**config.mk**
```make
export PLATFORM = sky130hd
export DESIGN_NAME = rgb_to_hsv_signed_hue_core_flat
export DESIGN_NICKNAME = d
export VERILOG_FILES = /design/src/sv/rhs_pkg.sv /design/src/sv/rhs_pix_if.sv /design/src/sv/rhs_hsv_if.sv /design/src/sv/rhs_front.sv /design/src/sv/rhs_div_cell.sv /design/src/sv/rhs_back.sv /design/src/sv/rgb_to_hsv_signed_hue_core.sv /design/src/flat_wrapper.sv
export SDC_FILE = /design/constraint.sdc
export NUM_CORES = 2
export LEC_CHECK = 0
export ABC_AREA = 1
export BUFFER_PORTS_ARGS = -buffer_cell sky130_fd_sc_hd__buf_2
export CORE_UTILIZATION = 55
export CTS_BUF_LIST = sky130_fd_sc_hd__clkbuf_8
export CTS_CLUSTER_SIZE = 24
export DETAILED_ROUTE_END_ITERATION = 10
export GPL_TIMING_DRIVEN = 0
export PLACE_DENSITY = 0.71
export SYNTH_ARGS = -nofsm -noshare
export SYNTH_HDL_FRONTEND = slang
export SYNTH_SLANG_ARGS = --single-unit
```
**constraint.sdc**
```tcl
create_clock -name clk -period 46.4 [get_ports clk]
set_input_delay 6.96 -clock clk [delete_from_list [all_inputs] [get_ports clk]]
set_output_delay 6.96 -clock clk [all_outputs]
set_load 0.03 [all_outputs]
```
**src/sv/rhs_pkg.sv**
```systemverilog
// shared constants and types for the rgb to hsv converter
package rhs_pkg;

  // hue angles in 1/64 degree
  localparam logic signed [25:0] DEG60_Q6  = 26'sd3840;
  localparam logic [21:0]        DEG180_Q6 = 22'd11520;
  localparam logic signed [15:0] HUE_OFS   = 16'sd11520;
  localparam logic signed [15:0] BUMP_Q6   = 16'sd64;

  // value thresholds as exact tests on the max byte (10*mx > k*255)
  localparam logic [11:0] V06_LIM = 12'd1530;
  localparam logic [11:0] V03_LIM = 12'd765;
  localparam logic [11:0] V02_LIM = 12'd510;

  // saturation thresholds in percent
  localparam logic [14:0] PCT100 = 15'd100;
  localparam logic [14:0] PCT99  = 15'd99;
  localparam logic [14:0] PCT98  = 15'd98;

  // one quotient bit per cell
  localparam int NUM_CELLS = 17;
  localparam int REM_W     = 26;
  localparam int QUO_W     = 17;

  // data handed from cell to cell
  typedef struct packed {
    logic [REM_W-1:0] hrem;
    logic [REM_W-1:0] hdiv;
    logic [REM_W-1:0] srem;
    logic [REM_W-1:0] sdiv;
    logic [QUO_W-1:0] hq;
    logic [QUO_W-1:0] sq;
    logic [7:0]       mx;
    logic             bump;
    logic             gray;
    logic             black;
  } rhs_div_t;

endpackage

```
**src/sv/rhs_pix_if.sv**
```systemverilog
// pixel channel: one rgb beat
interface rhs_pix_if;
  logic       valid;
  logic       ready;
  logic [7:0] red_in;
  logic [7:0] green_in;
  logic [7:0] blue_in;

  modport source (output valid, output red_in, output green_in, output blue_in, input ready);
  modport sink   (input valid, input red_in, input green_in, input blue_in, output ready);
endinterface

```
**src/sv/rhs_hsv_if.sv**
```systemverilog
// result channel: one hsv beat
interface rhs_hsv_if;
  logic               valid;
  logic               ready;
  logic signed [14:0] hue_q6;
  logic [16:0]        saturation_q16;
  logic [7:0]         value_level;

  modport source (output valid, output hue_q6, output saturation_q16, output value_level,
                  input ready);
  modport sink   (input valid, input hue_q6, input saturation_q16, input value_level,
                  output ready);
endinterface

```
**src/sv/rhs_front.sv**
```systemverilog
// front end: max/min, sector numerator, wrap and divider operands
module rhs_front import rhs_pkg::*; (
  input  logic       clk,
  input  logic       rst_n,
  input  logic       in_valid,
  output logic       in_ready,
  input  logic [7:0] red,
  input  logic [7:0] green,
  input  logic [7:0] blue,
  output logic       out_valid,
  input  logic       out_ready,
  output rhs_div_t   out_data
);

  // stage a registers
  logic                    a_valid_r, a_valid_nxt;
  logic [7:0]              a_mx_r, a_mx_nxt;
  logic [7:0]              a_del_r, a_del_nxt;
  logic signed [REM_W-1:0] a_num_r, a_num_nxt;
  logic [21:0]             a_d180_r, a_d180_nxt;
  logic                    a_bump_r, a_bump_nxt;

  // stage b registers
  logic     b_valid_r, b_valid_nxt;
  rhs_div_t b_data_r, b_data_nxt;

  logic a_adv, b_adv;

  // stage a comb
  logic [7:0]              mx, mn, del;
  logic signed [8:0]       d_gb, d_br, d_rg;
  logic signed [REM_W-1:0] del_s;
  logic                    hue_zero;
  logic [14:0]             del_pct, mx_pct98, mx_pct99;
  logic [11:0]             mx10;
  logic                    s98, s99, s100, v06, v03, v02;

  // stage b comb
  logic signed [REM_W-1:0] d180_s, num_w, pos;

  assign b_adv    = !b_valid_r || out_ready;
  assign a_adv    = !a_valid_r || b_adv;
  assign in_ready = a_adv;

  // extremes and sector numerator
  always_comb begin
    mx = red;
    mn = red;
    if (green > mx) mx = green;
    if (blue > mx)  mx = blue;
    if (green < mn) mn = green;
    if (blue < mn)  mn = blue;
    del   = mx - mn;
    del_s = $signed({18'd0, del});
    d_gb  = $signed({1'b0, green}) - $signed({1'b0, blue});
    d_br  = $signed({1'b0, blue}) - $signed({1'b0, red});
    d_rg  = $signed({1'b0, red}) - $signed({1'b0, green});
    hue_zero = 1'b0;
    if (red >= mx) begin
      a_num_nxt = DEG60_Q6 * REM_W'(d_gb);
      hue_zero  = (green == blue);
    end else if (green >= mx) begin
      a_num_nxt = DEG60_Q6 * REM_W'(d_br) + ((DEG60_Q6 * del_s) <<< 1);
    end else begin
      a_num_nxt = DEG60_Q6 * REM_W'(d_rg) + ((DEG60_Q6 * del_s) <<< 2);
    end
    if (del == 8'd0) hue_zero = 1'b1;
    a_d180_nxt = DEG180_Q6 * {14'd0, del};
    a_mx_nxt   = mx;
    a_del_nxt  = del;
  end

  // one degree bump, exact integer tests
  always_comb begin
    del_pct  = PCT100 * {7'd0, del};
    mx_pct98 = PCT98 * {7'd0, mx};
    mx_pct99 = PCT99 * {7'd0, mx};
    mx10     = 12'd10 * {4'd0, mx};
    s98  = del_pct >= mx_pct98;
    s99  = del_pct >= mx_pct99;
    s100 = del == mx;
    v06  = mx10 > V06_LIM;
    v03  = mx10 > V03_LIM;
    v02  = mx10 > V02_LIM;
    a_bump_nxt = (hue_zero && s98 && v06) || (s99 && v03) || (s100 && v02);
  end

  // wrap into the signed range and build divider operands
  always_comb begin
    d180_s = $signed({4'd0, a_d180_r});
    if (a_num_r >= d180_s) num_w = a_num_r - (d180_s <<< 1);
    else                   num_w = a_num_r;
    pos = num_w + d180_s;
    b_data_nxt.hrem  = REM_W'((pos <<< 1) + $signed({18'd0, a_del_r}));
    b_data_nxt.hdiv  = {1'b0, a_del_r, 17'd0};
    b_data_nxt.srem  = {1'b0, a_del_r, 9'd0, a_mx_r};
    b_data_nxt.sdiv  = {1'b0, a_mx_r, 17'd0};
    b_data_nxt.hq    = '0;
    b_data_nxt.sq    = '0;
    b_data_nxt.mx    = a_mx_r;
    b_data_nxt.bump  = a_bump_r;
    b_data_nxt.gray  = (a_del_r == 8'd0);
    b_data_nxt.black = (a_mx_r == 8'd0);
  end

  assign a_valid_nxt = a_adv ? in_valid : a_valid_r;
  assign b_valid_nxt = b_adv ? a_valid_r : b_valid_r;

  // valid bits
  always_ff @(posedge clk) begin
    if (!rst_n) begin
      a_valid_r <= 1'b0;
      b_valid_r <= 1'b0;
    end else begin
      a_valid_r <= a_valid_nxt;
      b_valid_r <= b_valid_nxt;
    end
  end

  // payload
  always_ff @(posedge clk) begin
    if (a_adv) begin
      a_mx_r   <= a_mx_nxt;
      a_del_r  <= a_del_nxt;
      a_num_r  <= a_num_nxt;
      a_d180_r <= a_d180_nxt;
      a_bump_r <= a_bump_nxt;
    end
    if (b_adv) begin
      b_data_r <= b_data_nxt;
    end
  end

  assign out_valid = b_valid_r;
  assign out_data  = b_data_r;

endmodule

```
**src/sv/rhs_div_cell.sv**
```systemverilog
// divider cell: one quotient bit for hue and saturation, then hand on
module rhs_div_cell import rhs_pkg::*; (
  input  logic     clk,
  input  logic     rst_n,
  input  logic     in_valid,
  output logic     in_ready,
  input  rhs_div_t in_data,
  output logic     out_valid,
  input  logic     out_ready,
  output rhs_div_t out_data
);

  logic     valid_r, valid_nxt;
  rhs_div_t data_r, data_nxt;
  logic     adv, h_ge, s_ge;

  assign adv      = !valid_r || out_ready;
  assign in_ready = adv;

  // compare, subtract, shift divisor down by one
  always_comb begin
    h_ge = in_data.hrem >= in_data.hdiv;
    s_ge = in_data.srem >= in_data.sdiv;
    data_nxt      = in_data;
    data_nxt.hrem = h_ge ? in_data.hrem - in_data.hdiv : in_data.hrem;
    data_nxt.srem = s_ge ? in_data.srem - in_data.sdiv : in_data.srem;
    data_nxt.hdiv = in_data.hdiv >> 1;
    data_nxt.sdiv = in_data.sdiv >> 1;
    data_nxt.hq   = {in_data.hq[QUO_W-2:0], h_ge};
    data_nxt.sq   = {in_data.sq[QUO_W-2:0], s_ge};
  end

  assign valid_nxt = adv ? in_valid : valid_r;

  always_ff @(posedge clk) begin
    if (!rst_n) begin
      valid_r <= 1'b0;
    end else begin
      valid_r <= valid_nxt;
    end
  end

  always_ff @(posedge clk) begin
    if (adv) begin
      data_r <= data_nxt;
    end
  end

  assign out_valid = valid_r;
  assign out_data  = data_r;

endmodule

```
**src/sv/rhs_back.sv**
```systemverilog
// back end: hue offset, bump, special cases and output register
module rhs_back import rhs_pkg::*; (
  input  logic               clk,
  input  logic               rst_n,
  input  logic               in_valid,
  output logic               in_ready,
  input  rhs_div_t           in_data,
  output logic               out_valid,
  input  logic               out_ready,
  output logic signed [14:0] hue,
  output logic [16:0]        sat,
  output logic [7:0]         val
);

  logic               valid_r, valid_nxt;
  logic signed [14:0] hue_r, hue_nxt;
  logic [16:0]        sat_r, sat_nxt;
  logic [7:0]         val_r;
  logic signed [15:0] hq_s, base, hue16;
  logic               adv;

  assign adv      = !valid_r || out_ready;
  assign in_ready = adv;

  // shift hue back to signed, add bump, clear gray and black cases
  always_comb begin
    hq_s  = $signed({1'b0, in_data.hq[14:0]}) - HUE_OFS;
    base  = in_data.gray ? 16'sd0 : hq_s;
    hue16 = base + (in_data.bump ? BUMP_Q6 : 16'sd0);
    hue_nxt = hue16[14:0];
    sat_nxt = in_data.black ? 17'd0 : in_data.sq;
  end

  assign valid_nxt = adv ? in_valid : valid_r;

  always_ff @(posedge clk) begin
    if (!rst_n) begin
      valid_r <= 1'b0;
    end else begin
      valid_r <= valid_nxt;
    end
  end

  always_ff @(posedge clk) begin
    if (adv) begin
      hue_r <= hue_nxt;
      sat_r <= sat_nxt;
      val_r <= in_data.mx;
    end
  end

  assign out_valid = valid_r;
  assign hue       = hue_r;
  assign sat       = sat_r;
  assign val       = val_r;

endmodule

```
**src/sv/rgb_to_hsv_signed_hue_core.sv**
```systemverilog
// top level: rgb pixel to signed hue, saturation and value
//
//   channel   dir  beat contents
//   in_pix    in   red_in, green_in, blue_in (8 bits each)
//   out_hsv   out  hue_q6 (15 signed), saturation_q16 (17), value_level (8)
//
// one pixel per clock while out_hsv.ready holds; the pipe is two front stages,
// a row of 17 divider cells (one quotient bit each), one output register.
// every stage has its own valid bit and takes a new beat whenever it is
// empty or its neighbor takes its beat, so bubbles close up under stall.
// rst_n is synchronous and clears only the valid bits.
module rgb_to_hsv_signed_hue_core import rhs_pkg::*; (
  input logic       clk,
  input logic       rst_n,
  rhs_pix_if.sink   in_pix,
  rhs_hsv_if.source out_hsv
);

  rhs_div_t cdata  [0:NUM_CELLS];
  logic     cvalid [0:NUM_CELLS];
  logic     cready [0:NUM_CELLS];

  // operand preparation
  rhs_front u_front (
    .clk       (clk),
    .rst_n     (rst_n),
    .in_valid  (in_pix.valid),
    .in_ready  (in_pix.ready),
    .red       (in_pix.red_in),
    .green     (in_pix.green_in),
    .blue      (in_pix.blue_in),
    .out_valid (cvalid[0]),
    .out_ready (cready[0]),
    .out_data  (cdata[0])
  );

  // row of divider cells
  for (genvar i = 0; i < NUM_CELLS; i++) begin : g_cell
    rhs_div_cell u_cell (
      .clk       (clk),
      .rst_n     (rst_n),
      .in_valid  (cvalid[i]),
      .in_ready  (cready[i]),
      .in_data   (cdata[i]),
      .out_valid (cvalid[i+1]),
      .out_ready (cready[i+1]),
      .out_data  (cdata[i+1])
    );
  end

  // result formatting and output register
  rhs_back u_back (
    .clk       (clk),
    .rst_n     (rst_n),
    .in_valid  (cvalid[NUM_CELLS]),
    .in_ready  (cready[NUM_CELLS]),
    .in_data   (cdata[NUM_CELLS]),
    .out_valid (out_hsv.valid),
    .out_ready (out_hsv.ready),
    .hue       (out_hsv.hue_q6),
    .sat       (out_hsv.saturation_q16),
    .val       (out_hsv.value_level)
  );

endmodule
```
**src/flat_wrapper.sv**
```systemverilog
// flat-port wrapper written by rule: the top's interface ports become plain ports
module rgb_to_hsv_signed_hue_core_flat import rhs_pkg::*;
  (clk, rst_n, in_pix_valid, in_pix_red_in, in_pix_green_in, in_pix_blue_in, in_pix_ready, out_hsv_valid, out_hsv_hue_q6, out_hsv_saturation_q16, out_hsv_value_level, out_hsv_ready);
  rhs_pix_if in_pix_i ();
  rhs_hsv_if out_hsv_i ();
  input logic clk;
  input logic rst_n;
  input wire logic [$bits(in_pix_i.valid)-1:0] in_pix_valid;
  input wire logic [$bits(in_pix_i.red_in)-1:0] in_pix_red_in;
  input wire logic [$bits(in_pix_i.green_in)-1:0] in_pix_green_in;
  input wire logic [$bits(in_pix_i.blue_in)-1:0] in_pix_blue_in;
  output wire logic [$bits(in_pix_i.ready)-1:0] in_pix_ready;
  output wire logic [$bits(out_hsv_i.valid)-1:0] out_hsv_valid;
  output wire logic [$bits(out_hsv_i.hue_q6)-1:0] out_hsv_hue_q6;
  output wire logic [$bits(out_hsv_i.saturation_q16)-1:0] out_hsv_saturation_q16;
  output wire logic [$bits(out_hsv_i.value_level)-1:0] out_hsv_value_level;
  input wire logic [$bits(out_hsv_i.ready)-1:0] out_hsv_ready;
  assign in_pix_i.valid = in_pix_valid;
  assign in_pix_i.red_in = in_pix_red_in;
  assign in_pix_i.green_in = in_pix_green_in;
  assign in_pix_i.blue_in = in_pix_blue_in;
  assign in_pix_ready = in_pix_i.ready;
  assign out_hsv_valid = out_hsv_i.valid;
  assign out_hsv_hue_q6 = out_hsv_i.hue_q6;
  assign out_hsv_saturation_q16 = out_hsv_i.saturation_q16;
  assign out_hsv_value_level = out_hsv_i.value_level;
  assign out_hsv_i.ready = out_hsv_ready;
  rgb_to_hsv_signed_hue_core u_core (.clk(clk), .rst_n(rst_n), .in_pix(in_pix_i), .out_hsv(out_hsv_i));
endmodule
```
==> results.yml <==
outcome:
  status: "completed"
logic_synthesis:
  synthXorXnorAreaFrac_pct: 6.89
  synth_seq_cells: 1293
  synth_fa_ha_area_share_pct: 13.3
  synthArstFlopShare_pct: 0
  synthSimpleGateAreaFrac_pct: 12.7
  synth.most_common_cell: "edfxtp_1"
  synth_top_family_by_area: "adder cells"
  syn-num-nets: 7696
  synth_common_cells: "edfxtp_1 (1273), inv_1 (1178), nand2_1 (948)"
  syn_area_per_cell_um2: 10.5
  syn_inst: 6954
  ys_types: 69
  synthTopCellsByArea: "edfxtp_1 (52%), ha_1 (10%), inv_1 (6.0%)"
  seq_area_frac_synth_pct: 52.8
  synth_top_area_share_pct: 52.3
  yosys.area.top_type: "edfxtp_1"
  ys_warn_count: 0
  synthMuxAreaShare_pct: 0.0154
  synth_compound_area_share_pct: 7.88
  synthFlopType: "edfxtp_1"
  netlist_area_mm2: 0.0731
  synth_edf_count: 1273
cts:
  cts_setup_buffers: 0
  clk_latency_ns: 0.92
  hold_buffers: 0
  cts_resized: 0
  cts_tree: "built"
  root_buffer: "clkbuf_8"
  htreeDepth: 4
  cts_buffers: 203
  clock_sinks: 1293
  clk_pin_slew_ns: 0.06
  clock_path_buffers: 3
setup_path:
  r2r_slack_ns: 36.68
  critical_path.max_stage_delay_ns: 0.93
  reg2reg_to: "u_core.u_front.a_num_r[15]"
  cp_common_cell: "nor2_4"
  crit_path_start: "out_hsv_ready"
  cp-end-kind: "output pin"
  worstPathArrival_ns: 16.30
  start_kind: "primary input"
  path_class: "primary input to output pin"
  critPathCapture: "in_pix_ready"
  worst_ep_required_time_ns: 39.44
  worst_path_max_delay_cell: "nand2_2"
  r2r_start: "u_core.u_back.out_valid"
  path_max_fanout: 65
  rr_worst_depth: 28
floorplanning:
  io_pins: 70
  floorplan.initialDensity_pct: 55.6
  core_mm2: 0.132
  fp.dieW_um: 367
  rows: 133
  die_y_um: 367
  dieArea_mm2: 0.134
drt:
  avgRoutedWirePerCell_um: 14.5
  totalWireLength_mm: 133
  vias_per_cell: 5.21
  drt_first_pass_iters: 5
  post-route-drc-count: 0
  ant_nets: 0
  vias: 47800
  drt_iter0_markers: 2590
timing:
  worst_pin_slew_ns: 1.34
  slew_violations: 0
  max_freq_ghz: 0.0430
  timing.final.ws_setup_ns: 23.14
  finalHoldViolations: 0
  finalCritPeriodShare_pct: 50.1
  period_needed_ns: 23.26
  rsz0062_at_grt: "no"
  max_slew_margin_pct: 9.78
  setup_viol: 0
  fin_worst_skew_ns: 0.0726
  tns_ns: 0
min_path:
  holdPathStages: 0
  min_path_type: "register to register"
  hold_start: "u_core.g_cell[4].u_cell.out_data[0]"
global_route:
  grt_pass1_wl_mm: 221
  grt_pass1_vias: 48100
  overflow: 0
  grt_antenna_before_repair: 2
  grt_max_degree: 74
  globalRouteTotalUtil_pct: 19.9
finish:
  multi_input_area_mm2: 0.0298
  fin_nets: 7984
  area_growth_pct: 9.49
  regArea_mm2: 0.0386
  fill_cells: 10500
  drive_gt1_share_pct: 6.24
placed_design:
  dp_hpwl_mm: 104
  place.gp.congestion: 0.916
  post-place-ws_ns: 22.83
  portBuffers: 69
job:
  cap_violations: 0
[registers in the layout, summed over array words and instances (netlist names), 8 cells and up]
name	flops
u_core.u_front.out_data	36
u_core.u_back.val	8
u_core.u_front.a_d180_r	12
u_core.u_front.a_mx_r	8
u_core.u_back.hue	15
u_core.g_cell.u_cell.out_valid	17
u_core.u_back.sat	17
u_core.g_cell.u_cell.out_data	1152
u_core.u_front.a_num_r	16
u_core.u_front.a_del_r	8
[logic make-up (layout without fill, tap and decap cells)]
logic type	after synthesis	count (layout)
DFF	1293	1293
AOI/OAI and AO/OA	1035	1035
buffers and inverters	1239	1701
adders and majority gates	714	714
xor gates and xnor gates	572	572
and+or+nand+nor	2100	2100
other	0	3
muxes	1	1
[per-layer routing]
metal	global-route usage, %	vias up	share of wire (%)
met5	0	-	0
met4	7.84	0	3.0
met3	2.94	277	4.1
met2	36.2	1002	51
met1	23.5	22100	42
li1	-	24400	-
[cell usage in the layout (no fill, tap or decap), drive strengths merged, types with 4 or more instances in the layout]
cell,instances
nor3b,4
o211ai,10
a21o,26
nand4,100
nand3b,19
edfxtp,1273
o2111ai,5
inv,1276
o41ai,5
a21oi,403
and3,4
o21a,12
o21ai,431
o21bai,42
or4,4
fa,110
a21boi,6
a31oi,19
a41oi,4
dfxtp,20
o311ai,4
o31ai,18
ha,604
buf,91
nand2,987
nor3,123
nor4,82
clkinv,66
nor2,526
or2,16
o221ai,4
bufinv,6
and2,10
nand3,221
xor2,362
a211oi,24
xnor2,210
a2111oi,6
clkbuf,259
[critical path: cells and delay by family]
family | cells | cell delay [ns]
and+or+nand+nor | 20 | 5.76
buffers and inverters | 9 | 3.47
[cell type report]
cell class              count  area share, %
multi-input cells        4422           37.3
diodes                      3        0.00938
inverters                1189           5.59
clock buffers             217           3.73
plain buffers              50          0.278
well taps                1755           2.74
repair buffers             83          0.816
clock inverters           162           1.34
flip-flops and latches   1293           48.2
[per-stage QoR]
stage | std cells | util, % | hold WS, ns | instance area, um2
2_1_floorplan | 6954 | - | 0.400 | 73100
3_3_place_gp | 8778 | 57.5 | 0.400 | 75700
3_5_place_dp | 8792 | 57.7 | 0.405 | 76000
4_1_cts | 9171 | 60.8 | 0.400 | 80100
5_1_grt | 9174 | 60.8 | 0.402 | 80100
6_report | 9174 | 60.8 | 0.403 | 80100
[worst min-delay path by stage]
| stage | slack (ns) | end |
|---|---|---|
| floorplan | 0.40 | u_core.g_cell[0].u_cell.out_data[0] |
| global placement | 0.40 | u_core.g_cell[16].u_cell.out_data[39] |
| detailed placement | 0.40 | u_core.g_cell[0].u_cell.out_data[2] |
| CTS | 0.40 | u_core.g_cell[13].u_cell.out_data[15] |
| global route | 0.40 | u_core.g_cell[5].u_cell.out_data[0] |
| finish | 0.40 | u_core.g_cell[5].u_cell.out_data[0] |
Power is not shown: default switching activity piles up to over one toggle a cycle in this logic, so the estimate is an artifact.
